$ cat src/rtl/core/cps_pkg.sv
// Package of the canvas pixel store: sizes, codes and the request and
// response types of the shared remainder unit. Depends on nothing.
`default_nettype none

package cps_pkg;

  localparam int MAX_WIDTH  = 256;
  localparam int MAX_HEIGHT = 256;
  localparam int DEPTH      = MAX_WIDTH * MAX_HEIGHT;
  localparam int ADDR_W     = (DEPTH > 1) ? $clog2(DEPTH) : 1;

  localparam int SIZE_W     = 9;
  localparam int COORD_W    = 16;
  localparam int COLOR_W    = 8;
  localparam int PIXEL_W    = 3 * COLOR_W;
  localparam int OUT_ADDR_W = 16;
  localparam int LIN_W      = 2 * SIZE_W;
  localparam int STEP_W     = $clog2(COORD_W);
  localparam int MODE_W     = 2;
  localparam int CFG_IDX_W  = 2;

  localparam logic [MODE_W-1:0] MODE_WRITE = 2'd0;
  localparam logic [MODE_W-1:0] MODE_READ  = 2'd1;
  localparam logic [MODE_W-1:0] MODE_FILL  = 2'd2;

  localparam logic [CFG_IDX_W-1:0] REG_WIDTH  = 2'd0;
  localparam logic [CFG_IDX_W-1:0] REG_HEIGHT = 2'd1;
  localparam logic [CFG_IDX_W-1:0] REG_WRAP   = 2'd2;

  typedef struct packed {
    logic                       start;
    logic signed [COORD_W-1:0]  value;
    logic        [SIZE_W-1:0]   divisor;
  } mod_req_t;

  typedef struct packed {
    logic              done;
    logic [SIZE_W-1:0] rem;
  } mod_rsp_t;

  // A size of zero counts as one; a size above the maximum counts as the maximum.
  function automatic logic [SIZE_W-1:0] eff_size(input logic [SIZE_W-1:0] v, input int maxv);
    logic [SIZE_W-1:0] r;
    if (v == '0) begin
      r = SIZE_W'(1);
    end else if (int'(v) > maxv) begin
      r = SIZE_W'(maxv);
    end else begin
      r = v;
    end
    return r;
  endfunction

endpackage

`default_nettype wire

$ cat src/rtl/core/cps_mod.sv
// Shared remainder unit: true modulo of a signed coordinate by a size,
// one quotient bit per cycle. Depends on cps_pkg.
`default_nettype none

module cps_mod (
  input  logic              clk,
  input  logic              rst,
  input  cps_pkg::mod_req_t req,
  output cps_pkg::mod_rsp_t rsp
);

  typedef enum logic [1:0] {S_IDLE, S_RUN, S_FIX} state_t;

  state_t                             state;
  logic [cps_pkg::COORD_W-1:0]        mag;
  logic [cps_pkg::SIZE_W-1:0]         rem;
  logic [cps_pkg::SIZE_W-1:0]         div;
  logic                               neg;
  logic [cps_pkg::STEP_W-1:0]         step;
  logic [cps_pkg::SIZE_W:0]           trial;
  logic [cps_pkg::SIZE_W:0]           div_ext;

  assign trial   = {rem, mag[cps_pkg::COORD_W-1]};
  assign div_ext = {1'b0, div};

  always_ff @(posedge clk) begin
    if (rst) begin
      state    <= S_IDLE;
      rsp.done <= 1'b0;
    end else begin
      rsp.done <= 1'b0;
      case (state)
        S_IDLE: begin
          if (req.start) begin
            neg   <= req.value[cps_pkg::COORD_W-1];
            mag   <= req.value[cps_pkg::COORD_W-1] ? $unsigned(-req.value)
                                                   : $unsigned(req.value);
            rem   <= '0;
            div   <= req.divisor;
            step  <= '0;
            state <= S_RUN;
          end
        end
        S_RUN: begin
          if (trial >= div_ext) begin
            rem <= cps_pkg::SIZE_W'(trial - div_ext);
          end else begin
            rem <= trial[cps_pkg::SIZE_W-1:0];
          end
          mag  <= mag << 1;
          step <= step + 1'b1;
          if (step == cps_pkg::STEP_W'(cps_pkg::COORD_W - 1)) begin
            state <= S_FIX;
          end
        end
        S_FIX: begin
          // A negative value with a nonzero remainder folds back from the size.
          rsp.rem  <= (neg && rem != '0) ? div - rem : rem;
          rsp.done <= 1'b1;
          state    <= S_IDLE;
        end
        default: begin
          state <= S_IDLE;
        end
      endcase
    end
  end

endmodule

`default_nettype wire

$ cat config.mk
export PLATFORM = sky130hd
export DESIGN_NAME = cps_mod
export DESIGN_NICKNAME = d
export VERILOG_FILES = /design/src/rtl/core/cps_pkg.sv /design/src/rtl/core/cps_mod.sv
export SDC_FILE = /design/constraint.sdc
export NUM_CORES = 1
export LEC_CHECK = 0
export BUFFER_PORTS_ARGS = -buffer_cell sky130_fd_sc_hd__buf_2
export CAP_MARGIN = 30
export CORE_MARGIN = 1.5
export CORE_UTILIZATION = 30
export CTS_BUF_LIST = sky130_fd_sc_hd__clkbuf_8
export CTS_CLUSTER_SIZE = 14
export DETAILED_ROUTE_END_ITERATION = 8
export PLACE_DENSITY = 0.54
export SYNTH_ARGS = -nofsm -noshare
export SYNTH_HDL_FRONTEND = slang
export SYNTH_SLANG_ARGS = --single-unit
$ cat constraint.sdc
create_clock -name clk -period 3.5 [get_ports clk]
set_input_delay 0.175 -clock clk [delete_from_list [all_inputs] [get_ports clk]]
set_output_delay 0.175 -clock clk [all_outputs]
set_load 0.01 [all_outputs]
# Word level (Yosys, flattened, before mapping)
# Cells that the tools add are included.
# classes
addsub	4
multipliers	0
n_div	0
order_cmp	1
eq_ne	5
shifts	0
muxes	13
bitwise	1
n_reduce_logical	8
# ops
cell	n
$mux 16	2
$pmux 16 s2	1
$mux 9	3
$pmux 9 s2	1
$sub 9x9->9	2
$neg 16->16	1
$ge 10x9->1	1
$mux 10	1
$reduce_bool 9->1	1
$pmux 4 s2	1
$reduce_and 3->1	2
$add 4x1->4 const B	1
$eq 4x4->1 const B	1
$mux 2	2
$mux 4	1
$ne 2x2->1 const B	2
$pmux 2 s2	1
$reduce_and 2->1	2
$eq 2x1->1 const B	1
$eq 2x2->1 const B	1
$logic_not 2->1	1
$reduce_bool 2->1	1
$logic_and 1x1->1	1
$not 1->1	1
# word_totals
register_bits	51
latch_bits	0
ram_bits	0
rom_bits	0
memories	0

# Longest topological paths before layout
# depth
word_depth	4
depth_mapped	9
mapped_depth_nobuf	9

# Worst setup path after synthesis
# Ideal clock, no wire load.
# synth_path
kind	register to register
start	register state[0]
end	register mag[0] (netlist name), enable pin
setup_ps	451
arrival_ps	2434
t_required_ps	3049
setup_slack_ps	615
stages_incl_launch_ff	3
path_buffers	0
cell_sequence	dfxtp_1 > nor2_1 > nor3_1
# synth_between
elab_chain_cells	3
# synth_lines
element	line	text
from (decl)	cps_mod.sv:14	state_t state;
from (signal assigned)	cps_mod.sv:28	state <= S_IDLE;
from (signal assigned)	cps_mod.sv:41	state <= S_RUN;
from (signal assigned)	cps_mod.sv:53	state <= S_FIX;
$eq 2x1->1 or $logic_not 2->1 (tied branches)	cps_mod.sv:32	case (state)
$reduce_bool 2->1 (no source line) or $ne 2x2->1 (tied branches)	n/a	
$reduce_and 3->1 (no source line) (*)	n/a	
to (signal assigned)	cps_mod.sv:36	mag <= req.value[cps_pkg::COORD_W-1] ? $unsigned(-req.value)
to (signal assigned)	cps_mod.sv:50	mag <= mag << 1;
to (decl)	cps_mod.sv:15	logic [cps_pkg::COORD_W-1:0] mag;
# Mark *: on every way between the ends. The rest lies on a longest branch, timed or not.
# A chain may end at the register's enable or synchronous reset.

# Worst setup path in the final report
# layout_path
start	register mag[15] (netlist name)
end	register rem[2] (netlist name) (data pin)
# layout_between
elab_chain_cells	3
# layout_lines
element	line	text
$sub 9x9->9 or $ge 10x9->1 (tied branches)	cps_mod.sv:46, cps_mod.sv:45	
$mux 9 (*)	cps_mod.sv:45	if (trial >= div_ext) begin
$pmux 9 s2 (*)	cps_mod.sv:32	
to (signal assigned)	cps_mod.sv:46	rem <= cps_pkg::SIZE_W'(trial - div_ext);
to (signal assigned)	cps_mod.sv:48	rem <= trial[cps_pkg::SIZE_W-1:0];
to (decl)	cps_mod.sv:16	logic [cps_pkg::SIZE_W-1:0] rem;
# Marks and branches as above.

==> results.md <==
- Pin count of the biggest net entering global routing: 30
- Worst Hold Class: input port to register
- Final nets: between 400 and 500
- Final hold viol count: 0
- GRT overflow: 0
- Fillers: roughly 1100
- CP peak stage delay: 0.58 ns
- RR Endpoint: rem[2]
- Clock network fraction of design power: 0.229
- Vias per std cell: a little over 5
- Fmax: roughly 0.35 GHz
- Number of DRC markers in iteration 0: around 130
- Max_cap viols: 0
- Peak VDD IR: roughly 0.16 mV
- Final setup vio count: 0
- Pint: about 1000 uW
- Unrepaired setup endpoints after global routing: no
- Drc violations: 0
- Drt total wl: 6866 microns
- Initial antenna violation count: 0
- Die extent in x: ~110 microns
- Io pins: 38
- DRT Pass-1 Iters: 4
- Worst R2R Setup Slack: between 0.6 and 0.7 ns
- Ranking of synthesized cells by area: edfxtp_1 45%, ha_1 7.5%, xor2_1 4.4%
- Core ar.: ~10000 sq um
- Top_reg_cell synth: edfxtp_1
- Part of the power in combinational logic: 0.250
- Worst-margin pin slew: between 0.7 and 0.8 ns
- Initial Utilization: 0.3089
- CP dominant cell by count: inv_1
- Num CTS Buffers: 5
- Distinct cells, synth: 45
- First-pass GRT wire length: roughly 11000 microns
- Slew Viols, Final: 0
- Ys Warns: 0
- Vias in the first global route: approximately 2500
- Final core utilization: 0.3547
- WHS Endpoint: div[5]
- Most common cell after layout, fill and taps aside: edfxtp_1
- Clk buf depth: 2
- Area Overhead vs Synth: 14.83%
- Die H: ~110 microns
- # H-tree levels: 2
- WL per Instance: roughly 14 microns
- Input/output buffers: 37
- Site row count: 37
- Die area: 11260 sq um
- Post_cts resized: 0
- Static leakage: approximately 0.0014 uW
- Clk_lat worst skew: 0.31 ns
- Psw: around 430 uW
- Most frequent cells in the layout: 48 x edfxtp_1, 37 x buf_2, 31 x nand2_1
- Sw Ratio: 0.2990
- Final hold slack: around 0.035 ns
- Critical path type: register to register
- Worst-path clk slew: about 0.10 ns
- Worst Skew: 0.01140 ns
- Instance count of the mapped netlist: ~310
- Ant diodes: 0
- Worst rel slew slack: 0.5195
- Hold Crit Start: req[5]
- Total Neg Setup Slack: 0 ns
- Pre-CTS setup slack: between 0.6 and 0.7 ns
- CP Data Required Time: between 3 and 4 ns
- R2r startpoint: mag[15]
- Total clock sinks: 51
- Sequential area share after synthesis: 0.4708
- Crit-path slowest cell: o311ai_2
- Syn nets: between 300 and 400
- Pwr/cell area: 396.1 nW/um^2
- CP startpoint kind: register
- Reg2Reg Depth: 9
- Total track usage: 0.1259
- Hold depth: 1
- Post-synth EDFFs: 48
- Seq pwr share: 0.521
- Routed via count: roughly 2500
- Worst setup margin: ~0.63 ns
- Largest fanout on the critical path: 9
- Ys async rst share: 0
- Tcrit/Tclk final: 0.8213
- Routability cong.: roughly 0.8
- Crit. End Element: register
- Avg Inst Size Synth: about 10 sq um
- Crit-path cells: inv_1, ha_1, inv_1, fa_1, a211oi_1, nor3b_1, o311ai_2, a21oi_1, a311oi_1
- Final ANT Viol Nets: 0
- CTS Root Cell: clkbuf_8
- CTS tree: built
- Setup Fix Bufs, Post-CTS: 0
- Mapped Area: 3189 sq um
- Share of cells above drive strength 1: 0.1638
- Post-synth top area share: 0.4519
- Worst EP arrival: approximately 3 ns
- Hpwl dp: ~5200 microns
- Status: completed
- Synthesized flop and latch total: between 50 and 60
- Hold_buf cts: 0
- Final min period: roughly 2.9 ns
- Area leader, netlist: edfxtp_1
-- stage by stage --
| step | instances | instance area [sq um] | power [uW] |
|---|---|---|---|
| after floorplan | 313 | 3189 | 1023 |
| after global placement | 481 | 3555 | 1118 |
| after detailed placement | 482 | 3582 | 1134 |
| after CTS | 490 | 3662 | 1461 |
| after global routing | 490 | 3662 | 1528 |
| final | 490 | 3662 | 1451 |
-- worst max-delay path: cells and delay by family (launching register included) --
kind | cells | cell delay [ns]
AOI/OAI and AO/OA | 4 | 1.43
adders and majority gates | 2 | 0.55
DFF | 1 | 0.40
and+or+nand+nor | 1 | 0.19
buffers and inverters | 2 | 0.12
-- per-layer routing --
layer  global-route usage  vias to the layer above  routed length, microns
met5                    0                        -                       0
li1                     -                     1239                       -
met3              0.02514                       10                     307
met1               0.1562                     1169                    3186
met4              0.03571                        0                      87
met2               0.2207                       63                    3286
-- how the worst max path moves through the flow --
stage / depth (start not counted) / slack, ns / start / end
3_3_place_gp: 9 / 0.76 / mag[15] / rem[2]
6_report: 9 / 0.63 / mag[15] / rem[2]
3_5_place_dp: 9 / 0.69 / mag[15] / rem[2]
4_1_cts: 9 / 0.67 / mag[15] / rem[2]
5_1_grt: 9 / 0.43 / mag[15] / rem[2]
2_1_floorplan: 2 / 0.61 / state[0] / mag[0]
-- layout make-up --
class / instances / area (sq um) / area share
multi-input cells: 232 / 1589 / 0.4339
flip-flops and latches: 51 / 1501 / 0.4100
repair buffers: 42 / 242.7 / 0.06628
well taps: 136 / 170.2 / 0.04646
inverters: 21 / 78.83 / 0.02152
clock buffers: 5 / 68.82 / 0.01879
clock inverters: 3 / 11.26 / 0.003075
-- cell families (layout without fill, tap and decap cells) --
| logic type | count (synthesis) | in the layout | share of synthesized area |
|---|---|---|---|
| multiplexers | 8 | 8 | 0.02589 |
| XOR/XNOR | 20 | 20 | 0.05492 |
| buffers and inverters | 30 | 71 | 0.03531 |
| AND/OR/NAND/NOR | 100 | 100 | 0.1581 |
| AO/OA/AOI/OAI | 83 | 83 | 0.1679 |
| adder cells (fa/ha/maj) | 21 | 21 | 0.08709 |
| flip-flops | 51 | 51 | 0.4708 |
-- Yosys cell counts, types with 2 or more instances --
library cell and number:
o31ai_1 4, nor3_1 6, nor3b_1 5, o311a_1 2, mux2_2 2, ha_1 19
or4_4 2, o21ai_0 14, a211o_1 3, nand2b_1 5, o31a_1 3, or3_1 4
o21a_1 8, xor2_1 16, clkbuf_1 9, nand4_1 4, nand3_1 11, o41ai_1 2
nand2_1 31, inv_1 21, mux2i_1 6, edfxtp_1 48, fa_1 2, a21oi_1 11
nor2_1 21, dfxtp_1 3, a211oi_1 3, o21ai_1 20, o211ai_1 3, nor2b_1 5
xnor2_1 4, o22ai_1 3
-- flip-flops by register name, summed over array words and instances, names as in the netlist --
signal	cells
state	2
mag	16
neg	1
rsp	10
rem	9
div	9
step	4
-- power groups by stage --
| stage | clock network [uW] | logic (uW) | registers, uW |
|---|---|---|---|
| 2_1_floorplan | 0 | 263 | 761 |
| 3_3_place_gp | 0 | 349 | 769 |
| 3_5_place_dp | 0 | 364 | 770 |
| 4_1_cts | 340 | 364 | 756 |
| 5_1_grt | 357 | 410 | 761 |
| 6_report | 333 | 362 | 756 |
Power figures use the tool's default switching activity.
